<file path="config.mk">
export PLATFORM = sky130hd
export DESIGN_NAME = life_row_stream_step
export DESIGN_NICKNAME = d
export VERILOG_FILES = /design/src/lrs_pkg.sv /design/src/life_row_stream_step.sv /design/src/lrs_queue.sv /design/src/lrs_front.sv /design/src/lrs_back.sv
export SDC_FILE = /design/constraint.sdc
export NUM_CORES = 2
export LEC_CHECK = 0
export BUFFER_PORTS_ARGS = -buffer_cell sky130_fd_sc_hd__buf_2
export CAP_MARGIN = 10
export CORE_AREA = 2 2 355 216
export DETAILED_ROUTE_END_ITERATION = 10
export DIE_AREA = 0 0 357 218
export PLACE_DENSITY = 0.72
export REMOVE_ABC_BUFFERS = 1
export SYNTH_ARGS = -nofsm -noshare
export SYNTH_HDL_FRONTEND = slang
export SYNTH_SLANG_ARGS = --single-unit
</file>
<file path="constraint.sdc">
create_clock -name clk -period 17.2 [get_ports clk]
set_input_delay 1.72 -clock clk [delete_from_list [all_inputs] [get_ports clk]]
set_output_delay 1.72 -clock clk [all_outputs]
set_load 0.01 [all_outputs]
</file>
<file path="src/lrs_pkg.sv">
// Shared types, constants and the Life neighborhood function for the row stream stepper.
`default_nettype none
package lrs_pkg;

    localparam int unsigned ROW_W       = 64;
    localparam int unsigned COLS_W      = 7;
    localparam int unsigned MAX_COLUMNS = 64;
    localparam logic [COLS_W-1:0] COLS_RESET = COLS_W'(64);

    // one board row as it arrives
    typedef struct packed {
        logic [ROW_W-1:0] row_cells;
        logic             final_row;
    } row_item_t;

    // one next-generation row
    typedef struct packed {
        logic [ROW_W-1:0] next_row_cells;
        logic             frame_done;
    } result_item_t;

    // classified item handed from front to back
    typedef struct packed {
        logic [ROW_W-1:0] above;
        logic [ROW_W-1:0] middle;
        logic [ROW_W-1:0] below;
        logic             has_mid;
        logic             last;
    } job_t;

    // B3/S23 on three rows, all columns side by side
    function automatic logic [ROW_W-1:0] evolve(
        input logic [ROW_W-1:0] up,
        input logic [ROW_W-1:0] mid,
        input logic [ROW_W-1:0] down,
        input logic [ROW_W-1:0] mask
    );
        logic [ROW_W-1:0] u;
        logic [ROW_W-1:0] m;
        logic [ROW_W-1:0] d;
        logic [ROW_W-1:0] ul;
        logic [ROW_W-1:0] ur;
        logic [ROW_W-1:0] ml;
        logic [ROW_W-1:0] mr;
        logic [ROW_W-1:0] dl;
        logic [ROW_W-1:0] dr;
        logic [ROW_W-1:0] res;
        logic [3:0]       cnt;
        u  = up & mask;
        m  = mid & mask;
        d  = down & mask;
        // left neighbor of column x is bit x-1, right neighbor is bit x+1
        ul = u << 1;
        ur = u >> 1;
        ml = m << 1;
        mr = m >> 1;
        dl = d << 1;
        dr = d >> 1;
        for (int x = 0; x < int'(ROW_W); x++)
        begin
            cnt = 4'(ul[x]) + 4'(u[x]) + 4'(ur[x]) + 4'(ml[x]) + 4'(mr[x])
                + 4'(dl[x]) + 4'(d[x]) + 4'(dr[x]);
            res[x] = (cnt == 4'd3) || (m[x] && (cnt == 4'd2));
        end
        return res & mask;
    endfunction

endpackage
`default_nettype wire

</file>
<file path="src/life_row_stream_step.sv">
// Top level of the streaming Life row stepper: config register, front, job queue, back.
`default_nettype none
// Computes one B3/S23 Life generation for a board streamed one row per item, top row
// first, column x in bit x. Each row item yields the next-generation row of the row
// before it, so results trail the input by one row; the bottom row (final_row set) also
// yields the last new row with frame_done set and clears the row store. A row item is
// taken every cycle while the job queue is not full; a bottom row that closes a held row
// yields two result rows in turn, since the single neighborhood unit in the back part makes
// one row per cycle while the output queue has space. The width written through cfg_data
// masks input and output rows; write it only while the block is idle.
module life_row_stream_step
#(
    parameter int unsigned MAX_COLUMNS = lrs_pkg::MAX_COLUMNS
)
(
    input  wire logic                            clk,
    input  wire logic                            rst_n,
    input  wire logic                            push,
    output logic                                 full,
    input  wire lrs_pkg::row_item_t              row_item,
    output logic                                 empty,
    input  wire logic                            pop,
    output lrs_pkg::result_item_t                result_item,
    input  wire logic                            cfg_valid,
    output logic                                 cfg_ready,
    input  wire logic [lrs_pkg::COLS_W-1:0]      cfg_data
);

    logic [lrs_pkg::COLS_W-1:0] cols_reg;
    logic [lrs_pkg::COLS_W-1:0] cols_eff;
    logic [lrs_pkg::ROW_W-1:0]  mask;
    logic                       accept;
    lrs_pkg::job_t              new_job;
    lrs_pkg::job_t              head_job;
    logic                       q_empty;
    logic                       job_pop;

    assign cfg_ready = 1'b1;
    assign accept    = push && !full;

    // width register
    always_ff @(posedge clk or negedge rst_n)
    begin
        if (!rst_n)
        begin
            cols_reg <= lrs_pkg::COLS_RESET;
        end
        else if (cfg_valid && cfg_ready)
        begin
            cols_reg <= cfg_data;
        end
    end

    // board width mask
    always_comb
    begin
        cols_eff = (cols_reg > lrs_pkg::COLS_W'(MAX_COLUMNS))
                 ? lrs_pkg::COLS_W'(MAX_COLUMNS) : cols_reg;
        if (cols_eff >= lrs_pkg::COLS_W'(lrs_pkg::ROW_W))
        begin
            mask = '1;
        end
        else
        begin
            mask = (lrs_pkg::ROW_W'(1) << cols_eff) - lrs_pkg::ROW_W'(1);
        end
    end

    lrs_front u_front
    (
        .clk      (clk),
        .rst_n    (rst_n),
        .mask     (mask),
        .row_item (row_item),
        .accept   (accept),
        .job      (new_job)
    );

    lrs_queue u_queue
    (
        .clk      (clk),
        .rst_n    (rst_n),
        .push     (push),
        .push_job (new_job),
        .full     (full),
        .pop      (job_pop),
        .empty    (q_empty),
        .head_job (head_job)
    );

    lrs_back u_back
    (
        .clk         (clk),
        .rst_n       (rst_n),
        .mask        (mask),
        .job_valid   (!q_empty),
        .job         (head_job),
        .job_pop     (job_pop),
        .empty       (empty),
        .pop         (pop),
        .result_item (result_item)
    );

endmodule
`default_nettype wire

</file>
<file path="src/lrs_queue.sv">
// Two-entry job queue between the front and back parts.
`default_nettype none
module lrs_queue
(
    input  wire logic         clk,
    input  wire logic         rst_n,
    input  wire logic         push,
    input  wire lrs_pkg::job_t push_job,
    output logic              full,
    input  wire logic         pop,
    output logic              empty,
    output lrs_pkg::job_t     head_job
);

    lrs_pkg::job_t slot_reg [2];
    logic          wr_ptr_reg;
    logic          rd_ptr_reg;
    logic [1:0]    cnt_reg;
    logic          do_push;
    logic          do_pop;

    assign full     = (cnt_reg == 2'd2);
    assign empty    = (cnt_reg == 2'd0);
    assign head_job = slot_reg[rd_ptr_reg];
    assign do_push  = push && !full;
    assign do_pop   = pop && !empty;

    // payload slots
    always_ff @(posedge clk)
    begin
        if (do_push)
        begin
            slot_reg[wr_ptr_reg] <= push_job;
        end
    end

    // pointers and fill count
    always_ff @(posedge clk or negedge rst_n)
    begin
        if (!rst_n)
        begin
            wr_ptr_reg <= 1'b0;
            rd_ptr_reg <= 1'b0;
            cnt_reg    <= 2'd0;
        end
        else
        begin
            if (do_push)
            begin
                wr_ptr_reg <= ~wr_ptr_reg;
            end
            if (do_pop)
            begin
                rd_ptr_reg <= ~rd_ptr_reg;
            end
            cnt_reg <= cnt_reg + 2'(do_push) - 2'(do_pop);
        end
    end

endmodule
`default_nettype wire

</file>
<file path="src/lrs_front.sv">
// Front part: takes rows, keeps the two previous rows and issues one job per item.
`default_nettype none
module lrs_front
(
    input  wire logic                       clk,
    input  wire logic                       rst_n,
    input  wire logic [lrs_pkg::ROW_W-1:0]  mask,
    input  wire lrs_pkg::row_item_t         row_item,
    input  wire logic                       accept,
    output lrs_pkg::job_t                   job
);

    logic [lrs_pkg::ROW_W-1:0] above_reg;
    logic [lrs_pkg::ROW_W-1:0] middle_reg;
    logic                      mid_valid_reg;
    logic [lrs_pkg::ROW_W-1:0] row_m;

    assign row_m = row_item.row_cells & mask;

    // job carries the held rows plus the new one
    always_comb
    begin
        job.above   = above_reg;
        job.middle  = middle_reg;
        job.below   = row_m;
        job.has_mid = mid_valid_reg;
        job.last    = row_item.final_row;
    end

    // row store: shift on each item, clear after the bottom row
    always_ff @(posedge clk or negedge rst_n)
    begin
        if (!rst_n)
        begin
            above_reg     <= '0;
            middle_reg    <= '0;
            mid_valid_reg <= 1'b0;
        end
        else if (accept)
        begin
            if (row_item.final_row)
            begin
                above_reg     <= '0;
                middle_reg    <= '0;
                mid_valid_reg <= 1'b0;
            end
            else
            begin
                above_reg     <= mid_valid_reg ? middle_reg : '0;
                middle_reg    <= row_m;
                mid_valid_reg <= 1'b1;
            end
        end
    end

endmodule
`default_nettype wire

</file>
<file path="src/lrs_back.sv">
// Back part: expands jobs into result rows and holds them in a small output queue.
`default_nettype none
module lrs_back
(
    input  wire logic                       clk,
    input  wire logic                       rst_n,
    input  wire logic [lrs_pkg::ROW_W-1:0]  mask,
    input  wire logic                       job_valid,
    input  wire lrs_pkg::job_t              job,
    output logic                            job_pop,
    output logic                            empty,
    input  wire logic                       pop,
    output lrs_pkg::result_item_t           result_item
);

    lrs_pkg::result_item_t     out_reg [2];
    logic                      wr_ptr_reg;
    logic                      rd_ptr_reg;
    logic [1:0]                cnt_reg;
    logic                      phase_reg;
    logic                      phase_next;
    logic                      produce;
    logic                      space;
    logic                      is_first;
    logic                      do_write;
    logic                      do_read;
    logic [lrs_pkg::ROW_W-1:0] up;
    logic [lrs_pkg::ROW_W-1:0] mid;
    logic [lrs_pkg::ROW_W-1:0] down;
    lrs_pkg::result_item_t     res;

    assign space   = (cnt_reg != 2'd2);
    assign empty   = (cnt_reg == 2'd0);
    assign do_read = pop && !empty;
    assign result_item = out_reg[rd_ptr_reg];

    // pick which row of the job is produced this cycle
    always_comb
    begin
        is_first = job.has_mid && !phase_reg;
        produce  = job_valid && (is_first || job.last);
        if (is_first)
        begin
            up   = job.above;
            mid  = job.middle;
            down = job.below;
        end
        else
        begin
            up   = job.has_mid ? job.middle : '0;
            mid  = job.below;
            down = '0;
        end
        res.next_row_cells = lrs_pkg::evolve(up, mid, down, mask);
        res.frame_done     = !is_first;
        do_write   = produce && space;
        phase_next = phase_reg;
        job_pop    = 1'b0;
        if (job_valid && !produce)
        begin
            job_pop = 1'b1;
        end
        else if (do_write)
        begin
            if (is_first && job.last)
            begin
                phase_next = 1'b1;
            end
            else
            begin
                phase_next = 1'b0;
                job_pop    = 1'b1;
            end
        end
    end

    // output payload
    always_ff @(posedge clk)
    begin
        if (do_write)
        begin
            out_reg[wr_ptr_reg] <= res;
        end
    end

    // output queue control and job phase
    always_ff @(posedge clk or negedge rst_n)
    begin
        if (!rst_n)
        begin
            wr_ptr_reg <= 1'b0;
            rd_ptr_reg <= 1'b0;
            cnt_reg    <= 2'd0;
            phase_reg  <= 1'b0;
        end
        else
        begin
            if (do_write)
            begin
                wr_ptr_reg <= ~wr_ptr_reg;
            end
            if (do_read)
            begin
                rd_ptr_reg <= ~rd_ptr_reg;
            end
            cnt_reg   <= cnt_reg + 2'(do_write) - 2'(do_read);
            phase_reg <= phase_next;
        end
    end

    // second phase only exists for a bottom row that also closes a held row
    a_phase_job: assert property (@(posedge clk) disable iff (!rst_n)
        phase_reg |-> (job_valid && job.has_mid && job.last))
        else $error("second phase without a matching job");

    a_cnt_range: assert property (@(posedge clk) disable iff (!rst_n)
        cnt_reg != 2'd3)
        else $error("output queue count out of range");

    a_phase_ends: assert property (@(posedge clk) disable iff (!rst_n)
        (phase_reg && space) |=> !phase_reg)
        else $error("second phase did not finish");

    a_no_pop_hold: assert property (@(posedge clk) disable iff (!rst_n)
        (job_valid && produce && !space) |-> !job_pop)
        else $error("job dropped while output queue full");

endmodule
`default_nettype wire
</file>
-- Word level (Yosys, flattened, before mapping)
Memories as Yosys holds them, arrays and structs flattened.
Index checks and enable logic that the tools add are counted.
- memories: 2
- input port bits: 77
- bits in writable memories: 518
- flip-flop bits (word level): 145
- word-level logic and storage cells: 766
- memory list (memory ; depth ; bits a word ; read ports ; clocked after memory_dff ; write ports ; RTL line ; text):
    u_queue.slot_reg ; 2 ; 194 ; 1 ; 0 ; 1 ; lrs_queue.sv:15 ; lrs_pkg::job_t slot_reg [2];
    u_back.out_reg ; 2 ; 65 ; 1 ; 0 ; 1 ; lrs_back.sv:16 ; lrs_pkg::result_item_t out_reg [2];
- equal/unequal tests: 130
- shift operators: 1
- $lt $le $gt $ge: 2
- reductions and logical operators: 146
- bitwise logic cells: 10
- multiplexer cells: 18
- $add $sub $neg: 446
- operator list (kind ; number):
    4-bit by 1-bit adder with 4-bit output ; 377
    4-bit by 2-bit == test with 1-bit output, second input constant ; 128
    64-bit 2-to-1 mux ; 8
    64-bit AND ; 5
    1-bit by 1-bit adder with 2-bit output ; 63
    1-bit logical AND ; 72
    1-bit logical OR ; 65
    1-bit by 7-bit left shift with 64-bit output, first input constant ; 1
    64-bit by 2-bit subtractor with 64-bit output, second input constant ; 1
    1-bit 2-to-1 mux ; 9
    7-bit greater-or-equal comparator, second input constant ; 1
    7-bit > comparator, second input constant ; 1
    7-bit 2-to-1 mux ; 1
    1-bit zero test ; 6
    1-bit inverter ; 5
    2-bit by 1-bit adder with 2-bit output ; 2
    2-bit zero test ; 2
    2-bit by 1-bit subtractor with 2-bit output ; 2
    2-bit by 1-bit adder with 3-bit output ; 1
    2-bit == test, second input constant ; 1
    2-bit != test, second input constant ; 1
    2-bit AND reduction ; 1

-- Depth between registers and ports, before layout
- word-level depth: 17
- mapped depth: 25
- gate-level depth less buffers: 21

-- Modules after synthesis
A second synthesis with hierarchy kept.
- cell total of the unflattened synthesis: 3416
- area, all modules: 41915.2 um2
- modules (own cells, without submodules) (module ; instances ; cells an instance ; area each (um2) ; seq. area each (um2)):
    lrs_back ; 1 ; 1889 ; 19103.3 ; 4028.9
    lrs_queue ; 1 ; 622 ; 14819.2 ; 11751.3
    lrs_front ; 1 ; 619 ; 6207.2 ; 3228.1
    life_row_stream_step ; 1 ; 286 ; 1785.5 ; 176.4

-- Worst setup path before layout
Ideal clock, no wire load.
- path type: input port to flip-flop
- from: in push
- to: mem u_queue.slot_reg[0][0] (netlist bit) (enable)
- path buffers: 3
- cell stages on the path: 5
- data arrival time: 10451 ps
- data required time: 16448 ps
- setup time: 752 ps
- setup slack: 5996 ps
- cell sequence: nand2b_1 clkbuf_1 clkbuf_1 buf_1 nor2_1
- cells in the longest elaborated chain, start to end: 3
- RTL lines (element ; RTL line ; text):
    start: declaration ; life_row_stream_step.sv:18 ; input wire logic push,
    1-bit logical AND ; lrs_queue.sv:25 ; assign do_push = push && !full;
    1-bit 2-to-1 mux ; lrs_queue.sv:31 ; if (do_push)
    1-bit 2-to-1 mux (implied by the code) ; lrs_queue.sv:33 ; slot_reg[wr_ptr_reg] <= push_job;
    end: declaration ; lrs_queue.sv:15 ;
Every way passes these cells.

==> summary.md <==
| Metric | Value |
|---|---|
| Num CTS Buffers | `67` |
| Worst-path clk slew | `approximately 0.07 ns` |
| Slowest CP cell | `mux2i_1` |
| Mapped Cells | `around 3200` |
| Antenna violations before repair | `2` |
| Reg-to-reg slack, setup | `roughly 9.4 ns` |
| Wire per inst | `roughly 25 microns` |
| Leading area contributor after synthesis | `edfxtp_1` |
| Synth Cell Area | `40700 sq um` |
| Vias/cell | `between 6 and 7` |
| Synth Area in Simple Gates | `0.0996` |
| Setup TNS | `0 ns` |
| Root buf cell | `clkbuf_16` |
| Top FF cell, synth | `edfxtp_1` |
| Period utilization | `0.456` |
| Final GP Congestion | `0.930` |
| Final Max Tran Viols | `0` |
| Worst path max stage delay | `around 0.71 ns` |
| Worst Setup End Kind | `register` |
| Die W | `357 microns` |
| Seq/Total Area, Yosys | `0.472` |
| Synth-to-Final Area Change | `9.77%` |
| CP Cell Sequence | `buf_4, or2_0, nor2_1, nand2_1, ha_1, clkinv_1, or4_1, o31ai_2, mux2i_1, nand2_1, xnor2_1, fa_1, xnor2_1, ha_1, fa_1, inv_1, fa_1, a2111oi_0, a21oi_1, nor4b_1` |
| Min cycle time layout | `7.84 ns` |
| Port buffer count | `around 140` |
| Top Usage Layer GRT | `met2` |
| CP Launch Type | `register` |
| Post-cts resize count | `0` |
| Std-Cell Core Area | `between 70000 and 80000 sq um` |
| Grt met2 use | `0.430` |
| Final Non-Filler Cells | `4387` |
| Top Ports | `145` |
| Sinks on the clock net | `between 600 and 700` |
| Vias in the first global route | `roughly 28000` |
| Max Freq | `0.128 GHz` |
| Max Clock Skew | `~0.023 ns` |
| Vias after detailed routing | `between 20000 and 30000` |
| Max cap viols | `0` |
| #FFs+latches synth | `663` |
| CTS Hold Bufs | `0` |
| Hold Path Class | `reg2reg` |
| Status | `complete, no violations` |
| Synth Area in Compound Gates | `0.0838` |
| DRT iter0 DRCs | `between 2000 and 3000` |
| Die Y-Extent | `approximately 220 microns` |
| Share of cells above drive strength 1 | `0.158` |
| Final Hold Violating Endpoints | `0` |
| Worst-margin pin slew | `about 1.1 ns` |
| Post-route antenna net violation count | `0` |
| Setup Viol. Count Final | `0` |
| Router iterations before antenna repair | `5` |
| Post-CTS Setup Bufs | `0` |
| Top cell type's share of synthesized area | `0.383` |
| Multiplexer area fraction after synthesis | `0.108` |
| Die area | `between 70000 and 80000 sq um` |
| RSZ-0062 raised after global routing | `no` |
| GRT Overall Usage | `0.280` |
| Gr ovfl total | `0` |
| Async set-reset flop share out of synthesis | `0.219` |
| DP HPWL | `about 74 mm` |
| Most used cell, CP | `fa_1` |
| Ys Warns | `0` |
| Final core utilization | `0.597` |
| Synth area leaders | `edfxtp_1 38%, fa_1 11%, dfrtp_1 8.9%` |
| Routed wire length | `108 mm` |
| Crit-path max FO | `39` |
| Min Hold Slack | `0.457 ns` |
| Layout net count | `around 3800` |
| TritonCTS clock tree | `done` |
| Skew-Pair Late Insertion Delay | `0.63 ns` |
| CTS H-tree lvls | `3` |
| Number of flops mapped to enable cells by yosys | `just over 500` |
| Library cells used by synthesis | `around 110` |
| Placed Cells | `~4300` |
| Post-Synth XOR/XNOR Area | `0.0177` |
| Largest net degree at the start of global routing | `about 140` |
| Delay-heaviest family, CP | `simple AND/OR/NAND/NOR gates` |
| Path type of the worst setup path | `reg2reg` |
| Largest family of logic cells by synthesized area | `adder cells` |
| Crit path DAT | `~8 ns` |
| Maximum buffer depth of the clock tree | `3` |
| Met3 usage | `0.0432` |
| Post-Syn Area per Cell | `approximately 13 sq um` |
| Crit path buf inv count | `3` |
| Max FFs per register | `roughly 390` |
| First-pass GRT wire length | `165 mm` |
| Adder-Cell Fraction of Synth Area | `0.169` |
| Num rows | `slightly below 80` |
| Worst Path Required | `approximately 18 ns` |
| Starting Density | `0.544` |
| Residual DRC | `0` |
| Grt met1 use | `0.408` |
| Worst slew margin | `0.280` |
==> cells in the mapped netlist (all sizes together), types with 4 or more instances <==
cell type,number
o31ai,13
or4b,4
nor2,158
a221o,6
a31oi,16
and3,29
o22a,14
inv,368
clkbuf,59
o21ai,51
nor3b,6
and2,76
xnor2,58
mux2i,164
nand3,59
buf,86
nand4,7
o211ai,6
or3,30
or2,15
dfrtp,144
a21o,16
edfxtp,518
a21oi,80
a22o,107
nor2b,74
ha,194
nor4,39
nor3,59
o22ai,42
fa,222
o21a,4
nor4b,16
o21bai,4
mux2,115
mux4,64
nand2,125
xor2,24
a32o,10
nand2b,42
a2111oi,43
==> stage by stage <==
step                      setup slack [ns]  cell area, sq um
after global routing                  8.94             44600
after floorplan                      0.605             40000
after detailed placement              9.67             42400
final                                 9.36             44600
after global placement               10.09             42400
after CTS                             9.65             44600
==> logic make-up (layout without fill, tap and decap cells) <==
logic type                 count (synthesis)  count (layout)
adders and majority gates                416             416
AOI/OAI and AO/OA                        453             453
buffers and inverters                    514             674
other                                      1               3
DFF                                      663             663
xor gates and xnor gates                  82              82
and+or+nand+nor                          753             753
muxes                                    343             343
==> path summary, 6_finish.rpt <==
path / start / to / cells past startpoint
max: cols_reg[6] / u_back.out_reg[1][57] / 20
min: u_front.above_reg[54] / u_queue.slot_reg[0][184] / 0
max reg2reg: cols_reg[6] / u_back.out_reg[1][57] / 20
min reg2reg: u_front.above_reg[54] / u_queue.slot_reg[0][184] / 0
max in group asynchronous: rst_n / u_front.above_reg[60] / 3
min in group asynchronous: rst_n / u_front.middle_reg[30] / 1
==> layer usage <==
| metal | wire length, microns | vias up |
|---|---|---|
| li1 | - | 11938 |
| met2 | 48500 | 1187 |
| met5 | 0 | - |
| met4 | 3340 | 0 |
| met3 | 8270 | 198 |
| met1 | 47600 | 13963 |
==> final cells by class <==
type	instances	area (sq um)
Antenna cell	2	5.00
Tap cell	1000	1250
Inverter	369	1390
Clock buffer	91	1870
Clock inverter	29	369
Sequential cell	663	19200
Multi-Input combinational cell	2048	19500
Timing Repair Buffer	185	1070
Fill cell	5827	30100
==> layout by cell type (no fill, tap or decap), types with 46 or more instances in the layout <==
cell       instances
mux4_2            64
a22o_1           106
mux2i_1          164
ha_1             194
fa_1             222
xnor2_1           58
buf_2            142
clkbuf_16         69
nor2_1           146
nor3_1            57
nand3_1           58
and2_1            74
edfxtp_1         518
nor2b_1           74
o21ai_0           46
mux2_2           115
a21oi_1           79
nand2_1          125
dfrtp_1          142
inv_1            367
Power is left out: the tool's default activity adds up to more than one toggle a clock period on the data nets, which glitch-free logic cannot reach.
